--- src/rtl/imadec_pkg.sv ---
// Shared types, constants and tables of the IMA ADPCM block decoder.
// No dependencies; used by imadec_nibble, imadec_outbuf and the top level.
package imadec_pkg;

    localparam logic [6:0]  MAX_STEP_INDEX  = 7'd88;
    localparam logic [1:0]  CHANNELS_STEREO = 2'd2;
    localparam logic [15:0] HDR_LEN_MONO    = 16'd4;
    localparam logic [15:0] HDR_LEN_STEREO  = 16'd8;
    localparam logic [15:0] SAMPLE_MAX      = 16'h7FFF;
    localparam logic [15:0] SAMPLE_MIN      = 16'h8000;

    // configuration register indexes
    localparam logic REG_CHANNEL_COUNT = 1'b0;
    localparam logic REG_BLOCK_ALIGN   = 1'b1;

    typedef struct packed {
        logic signed [15:0] pcm_sample;
        logic               sample_channel;
        logic               run_last;
    } out_item_t;

    typedef struct packed {
        logic       load;
        logic [2:0] count;
    } buf_load_t;

    function automatic logic signed [4:0] index_adjust(input logic [2:0] mag);
        logic signed [4:0] adj;
        case (mag)
            3'd4:    adj = 5'sd2;
            3'd5:    adj = 5'sd4;
            3'd6:    adj = 5'sd6;
            3'd7:    adj = 5'sd8;
            default: adj = -5'sd1;
        endcase
        return adj;
    endfunction

    function automatic logic [14:0] step_size(input logic [6:0] idx);
        logic [14:0] s;
        case (idx)
            7'd0:  s = 15'd7;     7'd1:  s = 15'd8;     7'd2:  s = 15'd9;
            7'd3:  s = 15'd10;    7'd4:  s = 15'd11;    7'd5:  s = 15'd12;
            7'd6:  s = 15'd13;    7'd7:  s = 15'd14;    7'd8:  s = 15'd16;
            7'd9:  s = 15'd17;    7'd10: s = 15'd19;    7'd11: s = 15'd21;
            7'd12: s = 15'd23;    7'd13: s = 15'd25;    7'd14: s = 15'd28;
            7'd15: s = 15'd31;    7'd16: s = 15'd34;    7'd17: s = 15'd37;
            7'd18: s = 15'd41;    7'd19: s = 15'd45;    7'd20: s = 15'd50;
            7'd21: s = 15'd55;    7'd22: s = 15'd60;    7'd23: s = 15'd66;
            7'd24: s = 15'd73;    7'd25: s = 15'd80;    7'd26: s = 15'd88;
            7'd27: s = 15'd97;    7'd28: s = 15'd107;   7'd29: s = 15'd118;
            7'd30: s = 15'd130;   7'd31: s = 15'd143;   7'd32: s = 15'd157;
            7'd33: s = 15'd173;   7'd34: s = 15'd190;   7'd35: s = 15'd209;
            7'd36: s = 15'd230;   7'd37: s = 15'd253;   7'd38: s = 15'd279;
            7'd39: s = 15'd307;   7'd40: s = 15'd337;   7'd41: s = 15'd371;
            7'd42: s = 15'd408;   7'd43: s = 15'd449;   7'd44: s = 15'd494;
            7'd45: s = 15'd544;   7'd46: s = 15'd598;   7'd47: s = 15'd658;
            7'd48: s = 15'd724;   7'd49: s = 15'd796;   7'd50: s = 15'd876;
            7'd51: s = 15'd963;   7'd52: s = 15'd1060;  7'd53: s = 15'd1166;
            7'd54: s = 15'd1282;  7'd55: s = 15'd1411;  7'd56: s = 15'd1552;
            7'd57: s = 15'd1707;  7'd58: s = 15'd1878;  7'd59: s = 15'd2066;
            7'd60: s = 15'd2272;  7'd61: s = 15'd2499;  7'd62: s = 15'd2749;
            7'd63: s = 15'd3024;  7'd64: s = 15'd3327;  7'd65: s = 15'd3660;
            7'd66: s = 15'd4026;  7'd67: s = 15'd4428;  7'd68: s = 15'd4871;
            7'd69: s = 15'd5358;  7'd70: s = 15'd5894;  7'd71: s = 15'd6484;
            7'd72: s = 15'd7132;  7'd73: s = 15'd7845;  7'd74: s = 15'd8630;
            7'd75: s = 15'd9493;  7'd76: s = 15'd10442; 7'd77: s = 15'd11487;
            7'd78: s = 15'd12635; 7'd79: s = 15'd13899; 7'd80: s = 15'd15289;
            7'd81: s = 15'd16818; 7'd82: s = 15'd18500; 7'd83: s = 15'd20350;
            7'd84: s = 15'd22385; 7'd85: s = 15'd24623; 7'd86: s = 15'd27086;
            7'd87: s = 15'd29794;
            default: s = 15'd32767;
        endcase
        return s;
    endfunction

endpackage

--- src/rtl/imadec_nibble.sv ---
// One-nibble IMA ADPCM decode step: predictor and step index in, updated pair out.
// Depends on imadec_pkg (step table, index adjust, limits).
module imadec_nibble
(
    input  logic signed [15:0] pred_in,
    input  logic [6:0]         idx_in,
    input  logic [3:0]         nib,
    output logic signed [15:0] pred_out,
    output logic [6:0]         idx_out
);

    logic [6:0]         idx;
    logic [14:0]        step;
    logic [18:0]        prod;
    logic [15:0]        diff;
    logic signed [17:0] sum;
    logic signed [7:0]  pos;

    always_comb
    begin
        idx  = (idx_in > imadec_pkg::MAX_STEP_INDEX) ? imadec_pkg::MAX_STEP_INDEX : idx_in;
        step = imadec_pkg::step_size(idx);
        // (2m+1)*step, then drop three fraction bits
        prod = {15'd0, nib[2:0], 1'b1} * {4'd0, step};
        diff = prod[18:3];
        if (nib[3])
            sum = {{2{pred_in[15]}}, pred_in} - $signed({2'b00, diff});
        else
            sum = {{2{pred_in[15]}}, pred_in} + $signed({2'b00, diff});

        // saturate to 16 bits
        if (sum[17] && !(sum[16] && sum[15]))
            pred_out = $signed(imadec_pkg::SAMPLE_MIN);
        else if (!sum[17] && (sum[16] || sum[15]))
            pred_out = $signed(imadec_pkg::SAMPLE_MAX);
        else
            pred_out = sum[15:0];

        pos = $signed({1'b0, idx}) + 8'(imadec_pkg::index_adjust(nib[2:0]));
        if (pos[7])
            idx_out = 7'd0;
        else if (pos[6:0] > imadec_pkg::MAX_STEP_INDEX)
            idx_out = imadec_pkg::MAX_STEP_INDEX;
        else
            idx_out = pos[6:0];
    end

endmodule

--- src/rtl/imadec_outbuf.sv ---
// Four-word result buffer: loads up to four words at once, drains one per cycle while out_ready is high.
// Depends on imadec_pkg (out_item_t, buf_load_t).
module imadec_outbuf
(
    input  logic                         clk,
    input  logic                         rst_n,
    input  imadec_pkg::buf_load_t        ctrl,
    input  imadec_pkg::out_item_t [3:0]  load_items,
    output logic                         can_load,
    output logic                         out_valid,
    input  logic                         out_ready,
    output imadec_pkg::out_item_t        out_item
);

    logic [2:0]                  count_reg;
    logic [2:0]                  count_next;
    imadec_pkg::out_item_t [3:0] entry_reg;
    logic                        drain;

    assign out_valid = (count_reg != 3'd0);
    assign out_item  = entry_reg[0];
    assign drain     = out_valid && out_ready;
    // free now, or the last word leaves this cycle
    assign can_load  = (count_reg == 3'd0) || ((count_reg == 3'd1) && out_ready);

    always_comb
    begin
        count_next = count_reg;
        if (ctrl.load)
            count_next = ctrl.count;
        else if (drain)
            count_next = count_reg - 3'd1;
    end

    always_ff @(posedge clk or negedge rst_n)
    begin
        if (!rst_n)
            count_reg <= 3'd0;
        else
            count_reg <= count_next;
    end

    always_ff @(posedge clk)
    begin
        if (ctrl.load)
            entry_reg <= load_items;
        else if (drain)
            entry_reg <= {entry_reg[3], entry_reg[3:1]};
    end

endmodule

--- src/rtl/ima_adpcm_block_decoder.sv ---
// Top level of the IMA ADPCM block decoder: input register, decoder state, left buffer.
// Depends on imadec_pkg, imadec_nibble and imadec_outbuf.

// Decodes the data-chunk bytes of a block-structured 4-bit IMA ADPCM stream, mono or
// stereo, one byte per input word, into signed 16-bit samples, one per output word.
// Each block opens with a 4-byte header per channel (little-endian predictor, then step
// index clamped to 0..88); header bytes give no samples. A mono data byte gives two
// samples, low nibble first. In stereo, four left bytes are decoded into a small left
// buffer and each of the next four right bytes gives left, right, left, right. tlast on
// the input ends a chunk and restarts the block position; tlast on the output marks the
// last sample of an input byte, tuser carries the channel (0 left or mono, 1 right).
// Timing: an input byte is taken into an input register and decoded from there (both
// nibbles in one pass) once the four-word result buffer can take its samples, which
// are then loaded into that buffer; its head word is offered on the output. The buffer
// drains one sample per cycle while m_axis_tready is high, so a mono data byte holds
// the output for its two samples and a stereo right byte for its four; header and
// stereo left bytes give no samples and never wait on the buffer. The input accepts a
// new byte while earlier samples still wait, as long as the input register is free or
// moves on that cycle. Sustained throughput is bounded by the one-sample-per-cycle
// output port. Configuration takes effect on the next byte; write it only while the
// decoder is idle. No clearing pass is needed after reset.
module ima_adpcm_block_decoder
(
    input  logic        clk,
    input  logic        rst_n,
    // configuration write port
    input  logic        cfg_wr_en,
    input  logic        cfg_index,
    input  logic [15:0] cfg_wdata,
    // input stream
    input  logic        s_axis_tvalid,
    output logic        s_axis_tready,
    input  logic [7:0]  s_axis_tdata,   // [7:0] data_byte
    input  logic        s_axis_tlast,   // chunk_last
    // output stream
    output logic        m_axis_tvalid,
    input  logic        m_axis_tready,
    output logic [15:0] m_axis_tdata,   // [15:0] pcm_sample
    output logic [0:0]  m_axis_tuser,   // [0] sample_channel
    output logic        m_axis_tlast    // run_last
);

    // configuration
    logic [1:0]  channel_count_reg;
    logic [15:0] block_align_reg;

    // input register
    logic        in_valid_reg;
    logic [7:0]  in_byte_reg;
    logic        in_last_reg;

    // decoder state
    logic [15:0]        block_offset_reg, block_offset_next;
    logic [2:0]         group_offset_reg, group_offset_next;
    logic signed [15:0] predictor_reg [2];
    logic signed [15:0] predictor_next [2];
    logic [6:0]         step_position_reg [2];
    logic [6:0]         step_position_next [2];
    logic [7:0]         header_low_byte_reg, header_low_byte_next;

    // left sample buffer: one row per left byte, {second, first} sample
    logic [31:0] left_mem [4];
    logic [31:0] left_rd_reg;
    logic        left_wr;

    // decode path
    logic               stereo;
    logic [15:0]        hdr_len;
    logic               is_header;
    logic               hdr_ch;
    logic               right_byte;
    logic               dec_ch;
    logic [2:0]         n_results;
    logic               fire;
    logic [15:0]        hdr_word;
    logic [6:0]         hdr_step;
    logic signed [15:0] s0, s1;
    logic [6:0]         idx0, idx1;

    imadec_pkg::buf_load_t       buf_ctrl;
    imadec_pkg::out_item_t [3:0] load_items;
    imadec_pkg::out_item_t       head_item;
    logic                        buf_can_load;

    // ---------------------------------------------------------------- configuration
    always_ff @(posedge clk or negedge rst_n)
    begin
        if (!rst_n)
        begin
            channel_count_reg <= 2'd1;
            block_align_reg   <= 16'd256;
        end
        else if (cfg_wr_en)
        begin
            case (cfg_index)
                imadec_pkg::REG_CHANNEL_COUNT: channel_count_reg <= cfg_wdata[1:0];
                imadec_pkg::REG_BLOCK_ALIGN:   block_align_reg   <= cfg_wdata;
                default:                       channel_count_reg <= channel_count_reg;
            endcase
        end
    end

    // ---------------------------------------------------------------- input register
    // Hold the byte until it has been decoded; refill in the cycle it moves on.
    assign s_axis_tready = !in_valid_reg || fire;

    always_ff @(posedge clk or negedge rst_n)
    begin
        if (!rst_n)
            in_valid_reg <= 1'b0;
        else if (s_axis_tready)
            in_valid_reg <= s_axis_tvalid;
    end

    always_ff @(posedge clk)
    begin
        if (s_axis_tvalid && s_axis_tready)
        begin
            in_byte_reg <= s_axis_tdata;
            in_last_reg <= s_axis_tlast;
        end
    end

    // ---------------------------------------------------------------- classify byte
    assign stereo     = (channel_count_reg == imadec_pkg::CHANNELS_STEREO);
    assign hdr_len    = stereo ? imadec_pkg::HDR_LEN_STEREO : imadec_pkg::HDR_LEN_MONO;
    assign is_header  = (block_offset_reg < hdr_len);
    assign hdr_ch     = block_offset_reg[2];
    assign right_byte = stereo && group_offset_reg[2];
    assign dec_ch     = right_byte;

    always_comb
    begin
        if (is_header)
            n_results = 3'd0;
        else if (!stereo)
            n_results = 3'd2;
        else if (right_byte)
            n_results = 3'd4;
        else
            n_results = 3'd0;
    end

    // A byte that gives no samples never waits on the result buffer.
    assign fire = in_valid_reg && ((n_results == 3'd0) || buf_can_load);

    // ---------------------------------------------------------------- nibble decode
    imadec_nibble u_nib_low
    (
        .pred_in  (predictor_reg[dec_ch]),
        .idx_in   (step_position_reg[dec_ch]),
        .nib      (in_byte_reg[3:0]),
        .pred_out (s0),
        .idx_out  (idx0)
    );

    imadec_nibble u_nib_high
    (
        .pred_in  (s0),
        .idx_in   (idx0),
        .nib      (in_byte_reg[7:4]),
        .pred_out (s1),
        .idx_out  (idx1)
    );

    // ---------------------------------------------------------------- header word
    assign hdr_word = {in_byte_reg, header_low_byte_reg};

    always_comb
    begin
        if (hdr_word[15])
            hdr_step = 7'd0;
        else if (hdr_word > {9'd0, imadec_pkg::MAX_STEP_INDEX})
            hdr_step = imadec_pkg::MAX_STEP_INDEX;
        else
            hdr_step = hdr_word[6:0];
    end

    // ---------------------------------------------------------------- state update
    always_comb
    begin
        block_offset_next    = block_offset_reg;
        group_offset_next    = group_offset_reg;
        predictor_next       = predictor_reg;
        step_position_next   = step_position_reg;
        header_low_byte_next = header_low_byte_reg;
        left_wr              = 1'b0;

        if (fire)
        begin
            if (is_header)
            begin
                // byte order within a channel header: pred lo, pred hi, step lo, step hi
                if (!block_offset_reg[0])
                    header_low_byte_next = in_byte_reg;
                else if (!block_offset_reg[1])
                    predictor_next[hdr_ch] = $signed(hdr_word);
                else
                    step_position_next[hdr_ch] = hdr_step;
            end
            else
            begin
                predictor_next[dec_ch]     = s1;
                step_position_next[dec_ch] = idx1;
                group_offset_next          = group_offset_reg + 3'd1;
                left_wr                    = stereo && !group_offset_reg[2];
            end

            // restart the block after its last byte or at end of chunk
            if (in_last_reg || (({1'b0, block_offset_reg} + 17'd1) >= {1'b0, block_align_reg}))
            begin
                block_offset_next = 16'd0;
                group_offset_next = 3'd0;
            end
            else
            begin
                block_offset_next = block_offset_reg + 16'd1;
            end
        end
    end

    always_ff @(posedge clk or negedge rst_n)
    begin
        if (!rst_n)
        begin
            block_offset_reg     <= 16'd0;
            group_offset_reg     <= 3'd0;
            predictor_reg[0]     <= 16'sd0;
            predictor_reg[1]     <= 16'sd0;
            step_position_reg[0] <= 7'd0;
            step_position_reg[1] <= 7'd0;
            header_low_byte_reg  <= 8'd0;
        end
        else
        begin
            block_offset_reg    <= block_offset_next;
            group_offset_reg    <= group_offset_next;
            predictor_reg       <= predictor_next;
            step_position_reg   <= step_position_next;
            header_low_byte_reg <= header_low_byte_next;
        end
    end

    // ---------------------------------------------------------------- left buffer
    // Read ahead at the row the next byte will use; right byte j reads row j, and the
    // low two group bits of a right byte equal j. A row is written at least four
    // decoded bytes before it is read, never in the cycle it is fetched.
    always_ff @(posedge clk)
    begin
        if (left_wr)
            left_mem[group_offset_reg[1:0]] <= {s1, s0};
        left_rd_reg <= left_mem[group_offset_next[1:0]];
    end

    // ---------------------------------------------------------------- result buffer
    always_comb
    begin
        buf_ctrl.load  = fire && (n_results != 3'd0);
        buf_ctrl.count = n_results;

        if (right_byte)
        begin
            load_items[0] = '{pcm_sample: $signed(left_rd_reg[15:0]),
                              sample_channel: 1'b0, run_last: 1'b0};
            load_items[1] = '{pcm_sample: s0, sample_channel: 1'b1, run_last: 1'b0};
            load_items[2] = '{pcm_sample: $signed(left_rd_reg[31:16]),
                              sample_channel: 1'b0, run_last: 1'b0};
            load_items[3] = '{pcm_sample: s1, sample_channel: 1'b1, run_last: 1'b1};
        end
        else
        begin
            load_items[0] = '{pcm_sample: s0, sample_channel: 1'b0, run_last: 1'b0};
            load_items[1] = '{pcm_sample: s1, sample_channel: 1'b0, run_last: 1'b1};
            load_items[2] = '{pcm_sample: s1, sample_channel: 1'b0, run_last: 1'b1};
            load_items[3] = '{pcm_sample: s1, sample_channel: 1'b0, run_last: 1'b1};
        end
    end

    imadec_outbuf u_outbuf
    (
        .clk        (clk),
        .rst_n      (rst_n),
        .ctrl       (buf_ctrl),
        .load_items (load_items),
        .can_load   (buf_can_load),
        .out_valid  (m_axis_tvalid),
        .out_ready  (m_axis_tready),
        .out_item   (head_item)
    );

    assign m_axis_tdata    = head_item.pcm_sample;
    assign m_axis_tuser[0] = head_item.sample_channel;
    assign m_axis_tlast    = head_item.run_last;

endmodule

--- config.mk ---
export PLATFORM = sky130hd
export DESIGN_NAME = ima_adpcm_block_decoder
export DESIGN_NICKNAME = d
export VERILOG_FILES = /design/src/rtl/imadec_pkg.sv /design/src/rtl/imadec_nibble.sv /design/src/rtl/imadec_outbuf.sv /design/src/rtl/ima_adpcm_block_decoder.sv
export SDC_FILE = /design/constraint.sdc
export NUM_CORES = 1
export LEC_CHECK = 0
export CORE_MARGIN = 4
export CORE_UTILIZATION = 42
export DETAILED_ROUTE_END_ITERATION = 6
export DONT_BUFFER_PORTS = 1
export PLACE_DENSITY = 0.61
export SLEW_MARGIN = 20
export SYNTH_ARGS = -nofsm -noshare
export SYNTH_HDL_FRONTEND = slang
export SYNTH_HIERARCHICAL = 1
export SYNTH_SLANG_ARGS = --single-unit
export TNS_END_PERCENT = 20
--- constraint.sdc ---
create_clock -name clk -period 16.3 [get_ports clk]
set_input_delay 0.815 -clock clk [delete_from_list [all_inputs] [get_ports clk]]
set_output_delay 0.815 -clock clk [all_outputs]
set_load 0.05 [all_outputs]
**Word level (Yosys, flattened, before mapping)**

Memory sizes are Yosys's and may differ from the RTL's. A register that Yosys moved wholly into a read port is not among the register bits.
Cells that the tools add are included.

- Output and inout bits: 20
- RAM bits: 128
- Logic and storage cells: 165
- Input bits: 31
- Register bits: 176
- Memories kept: 3
- Memory bits (read-only): 3840

Memories:

| name | depth | bits a word | rd ports | clocked after Yosys merged registers in | write ports | RTL line | text |
|---|---|---|---|---|---|---|---|
| (no name shown) | 128 | 15 | 1 | 0 | 0 | imadec_pkg.sv:41 | `case (idx)` |
| (no name shown) | 128 | 15 | 1 | 0 | 0 | imadec_pkg.sv:41 |  |
| left_mem | 4 | 32 | 1 | 1 | 1 | ima_adpcm_block_decoder.sv:62 | `logic [31:0] left_mem [4];` |

- Eq/ne operators: 14
- Mux-type cells: 57
- Reductions and logical operators: 38
- Multiply operators: 2
- Bitwise gates (word level): 4
- Magnitude comparators: 11
- $add $sub $neg: 10

Operators by type and width:

| kind | number |
|---|---|
| two-way mux 16 bit | 10 |
| two-way mux 32 bit | 3 |
| two-way mux 7 bit | 13 |
| two-way mux 72 bit | 1 |
| bitwise mux 32 bit | 2 |
| two-way mux 56 bit | 1 |
| two-way mux 54 bit | 1 |
| two-way mux 14 bit | 3 |
| one-hot mux 5 bit (4 select lines) | 2 |
| multiplier 4 x 15 -> 19 bit | 2 |
| adder 16 x 17 -> 18 bit | 2 |
| two-way mux 18 bit | 2 |
| subtractor 16 x 17 -> 18 bit | 2 |
| demux 16 bit (select 1 bit) | 2 |
| bitwise mux 14 bit | 2 |
| greater-than comparator 7 bit, second input constant | 4 |
| equality test 3 bit, second input constant | 8 |
| two-way mux 3 bit | 7 |
| adder 16 x 1 -> 17 bit, second input constant | 1 |
| greater-or-equal comparator 17 x 16 -> 1 bit | 1 |
| adder 16 x 1 -> 16 bit, second input constant | 1 |
| adder 8 x 5 -> 8 bit | 2 |
| greater-than comparator 16 x 7 -> 1 bit, second input constant | 1 |
| < comparator 16 x 4 -> 1 bit | 1 |
| 22 further kinds | 62 |

**Longest topological paths before layout**

An unclocked memory read counts as a cell.

- Word-level depth: 24
- Gate-level depth with buffers: 71
- Depth with buffers taken out: 64

**Cells and area by module**

Netlist, hierarchy kept.

Modules (own cells, without submodules):

| module | times used | cells an instance | seq. area each (um2) | area each (um2) |
|---|---|---|---|---|
| ima_adpcm_block_decoder | 1 | 1087 | 7059.3 | 11752.5 |
| imadec_nibble at u_nib_high | 1 | 776 | 0.0 | 5295.1 |
| imadec_nibble at u_nib_low | 1 | 792 | 0.0 | 5280.1 |
| imadec_outbuf | 1 | 198 | 2237.1 | 3582.2 |

**Least setup slack after synthesis**

Ideal clock, no wire load.

- Path type: register -> register
- From: register channel_count_reg[0]
- To: register u_outbuf/entry_reg[20] (netlist name), data pin
- Setup time: 0.260 ns
- Data arrival time: 13.625 ns
- Period minus slack after synthesis: 13.885 ns
- Cell stages (with the launch flop): 61
- Path buffers: 8
- Required time: 16.040 ns
- Path slack: 2.415 ns
- Path through: dfstp_2 > nor2b_1 > nand2_1 > clkbuf_1 > clkbuf_1 > nand2_1 > nand2_1 > buf_2 > buf_1 > o21ai_0 > and2_1 > clkbuf_1 > ha_1 > fa_1 > maj3_1 > a21oi_1 > o21bai_1 > a21oi_1 > [25 not listed] > a211oi_1 > or3_4 > nor4b_1 > a21oi_1 > xnor2_1 > ha_1 > o21a_1 > o21ai_0 > nor2_1 > o311ai_0 > and2_1 > o21a_1 > or2b_1 > a31oi_1 > o22ai_1 > nand2_1 > nand2_1 > mux2_4

RTL lines:

| element | RTL line | text |
|---|---|---|
| start: declaration | ima_adpcm_block_decoder.sv:44 | `logic [1:0] channel_count_reg;` |
| start signal: assignment | ima_adpcm_block_decoder.sv:96 | `imadec_pkg::REG_CHANNEL_COUNT: channel_count_reg <= cfg_wdata[1:0];` |
| start signal: assignment | ima_adpcm_block_decoder.sv:98 | `default: channel_count_reg <= channel_count_reg;` |
| end signal: assignment | imadec_outbuf.sv:46 | `entry_reg <= load_items;` |
| end signal: assignment | imadec_outbuf.sv:48 | `entry_reg <= {entry_reg[3], entry_reg[3:1]};` |
| end: declaration | imadec_outbuf.sv:17 | `imadec_pkg::out_item_t [3:0] entry_reg;` |

==> results.toml <==
[setup_path]
crit_fanout = 68
ff2ff_path_depth = 62
crit_family = "compound AO/OA/AOI/OAI gates"
cpMaxStageDelayCell = "fa_1"
path_class = "reg2reg"
worst-path-stages = 62
crit_path_start_kind = "flop"
worstReg2RegStart = "channel_count_reg[1]"
crit_required_ps = 16580
cp.arrival_ps = 15460
slowest_delay_ps = 560
critPathLaunch = "channel_count_reg[1]"
cp-end-kind = "flop"
critPathBufInv = 9

[clock_tree]
cts.clk_slew.worst_paths_ps = 60
cts-root-buf = "clkbuf_16"
clk_latency_ps = 550
cts_sinks = 336
cts_htree_levels = 2
cts_made_buffers = 36
postCtsSetupBuffers = 0
cts_buffer_depth = 3
cts_tree = "built"

[die]
pin_count = 51
die_height_um = 256
start_util_pct = 42.7
chipWidth_um = 256
die_area_mm2 = 0.0657
core_mm2 = 0.0607
fp-row-count = 90

[timing]
max_slew_margin_pct = 30.0
clock.fmax_ghz = 0.0659
tightest_slew_ps = 1050
rsz0062_at_grt = "no"
slew_viol_final = 0
fin_crit_sh_pct = 93.1
hold_viol_final = 0
finalSetupViolCount = 0
fin_worst_skew_ps = 37.0
period_needed_ps = 15180

[grt]
antenna_found_initial = 1
grt_max_degree = 94
grt_pass1_vias = 20693
grt.overflow.total = 0
grt_pass1_wl_mm = 118
grt.total_usage_pct = 22.1

[synth]
synth_area_leader_cell = "edfxtp_1"
synth_top_area_share_pct = 24.2
synth_area_mm2 = 0.0259
synth_top_flop_cell = "edfxtp_1"
seq_area_frac_synth_pct = 35.9
ys_warn_count = 6
synth_edf_count = 209
netlist_top_cells_area = "edfxtp_1 (24%), dfrtp_1 (9.0%), ha_1 (6.5%), nand2_1 (5.9%), fa_1 (4.3%)"
yosys.cell_types.count = 120
synth-seq-cells = 336
syn_inst = 2853
syn_area_per_cell_um2 = 9.08
async_flop_share_pct = 28.3

[route]
drt_wl_total_mm = 75.4
wire_per_inst_um = 21.0
drt_iter0_markers = 1981
vias = 21244
route.detailed.drc = 0
vias_per_cell = 5.92
postRouteAntennaNets = 0
drtPass1Iterations = 6

[final_layout]
finish.net_count = 2998
largest_register_ffs = 128
drive_gt1_share_pct = 11.7
area_delta_synth_final_pct = 7.07
final_common_cell = "nand2_1"
layout_common_cells = "nand2_1 (402), nor2_1 (246), edfxtp_1 (209)"
stdcell_count = 3587

[min_path]
min_path_type = "in2async"

[placed_design]
portBuffers = 0
dp.cells = 3519
hpwl_mm = 53.1
globalplace.congestion = 0.950

[run_status]
status = "finished, final reports clean"

[run]
cap_violations = 0
-- final timing paths --
path | end | slack, ps
setup / recovery | u_outbuf/entry_reg[25] | 1120
hold / removal | channel_count_reg[0] | 130
setup reg to reg | u_outbuf/entry_reg[25] | 1120
hold reg to reg | predictor_reg[21] | 480
max in group asynchronous | predictor_reg[26] | 15720
min in group clk | in_byte_reg[2] | 370
-- logic make-up (layout without fill, tap and decap cells) --
family	after synthesis	in the layout	synth area share (%)
AOI/OAI and AO/OA	778	778	20.9
xor gates and xnor gates	110	110	3.72
adders and majority gates	195	195	11.0
buffers and inverters	373	321	6.67
DFF	336	336	35.9
muxes	94	94	4.82
other	2	6	0.0290
and+or+nand+nor	965	965	17.0
-- synthesized netlist by cell type (12+ instances only) --
cell type  number
mux2_4         54
nand3_1        82
o21ai_1        18
a211oi_1       23
and2_1         43
nor2_1        247
inv_1         184
o21a_1         27
mux2_2         29
clkbuf_1       99
nand2b_1       24
a21o_1         30
a31oi_1        27
and3_1         17
o21ai_0       188
a311oi_2       31
dfrtp_1        93
nand2_1       404
fa_1           56
xnor2_1        74
xor2_1         36
ha_1          135
nor2b_1        17
buf_2          29
buf_4          24
edfxtp_1      209
o22ai_1        15
a21oi_1       169
a311oi_1       12
nor3_1         47
dfxtp_1        32
o31ai_1        17
nand4_1        14
a22oi_1        37
a2bb2oi_1      18
a21oi_2        12
o211ai_1       27
-- metrics by stage --
stage	instance area, um2	util [%]	hold WS, ps	setup TNS (ps)	setup WS (ps)
detailed placement	26400	43.5	471	-221	-80.3
global route	27700	45.7	108	0	23.9
finish	27700	45.7	134	0	1120
CTS	27700	45.6	109	0	164
global placement	26400	43.5	461	0	360
floorplan	25900	-	450	0	2410
-- area by class of cell --
cell class	count	area [um2]
fill	5786	33000
multi-input combinational	2147	15000
sequential	336	9300
clock buffer	47	1010
tap	782	978
inverter	192	721
timing repair buffer	63	503
clock inverter	19	235
antenna	1	2.50
-- repair_timing --
| action | in CTS | in global routing |
|---|---|---|
| setup endpoints to repair | 16 | 140 |
| endpoints found under the hold margin | 93 | 0 |
| pin swaps | 0 | 0 |
| hold buffers | 1 | 0 |
| gates resized for setup | 1 | 18 |
-- worst register-to-register path, delay by kind of cell, from the launching register on --
family / cells / cell delay [ps]
AO/OA/AOI/OAI: 28 / 7020
XOR/XNOR: 3 / 400
adder cells (fa/ha/maj): 6 / 2390
buffers and inverters: 9 / 1620
flip-flops: 1 / 340
multiplexers: 1 / 260
AND/OR/NAND/NOR: 15 / 2940
-- layer usage --
metal | part of all wire [%] | up-vias | global-route usage, %
met5 | 0 | - | 0
met4 | 3.8 | 0 | 7.82
met3 | 5.2 | 146 | 2.41
met2 | 46 | 664 | 36.2
met1 | 45 | 10403 | 30.4
li1 | - | 10031 | -
Power is not shown: default switching activity piles up to over one toggle a cycle in this logic, so the estimate is an artifact.
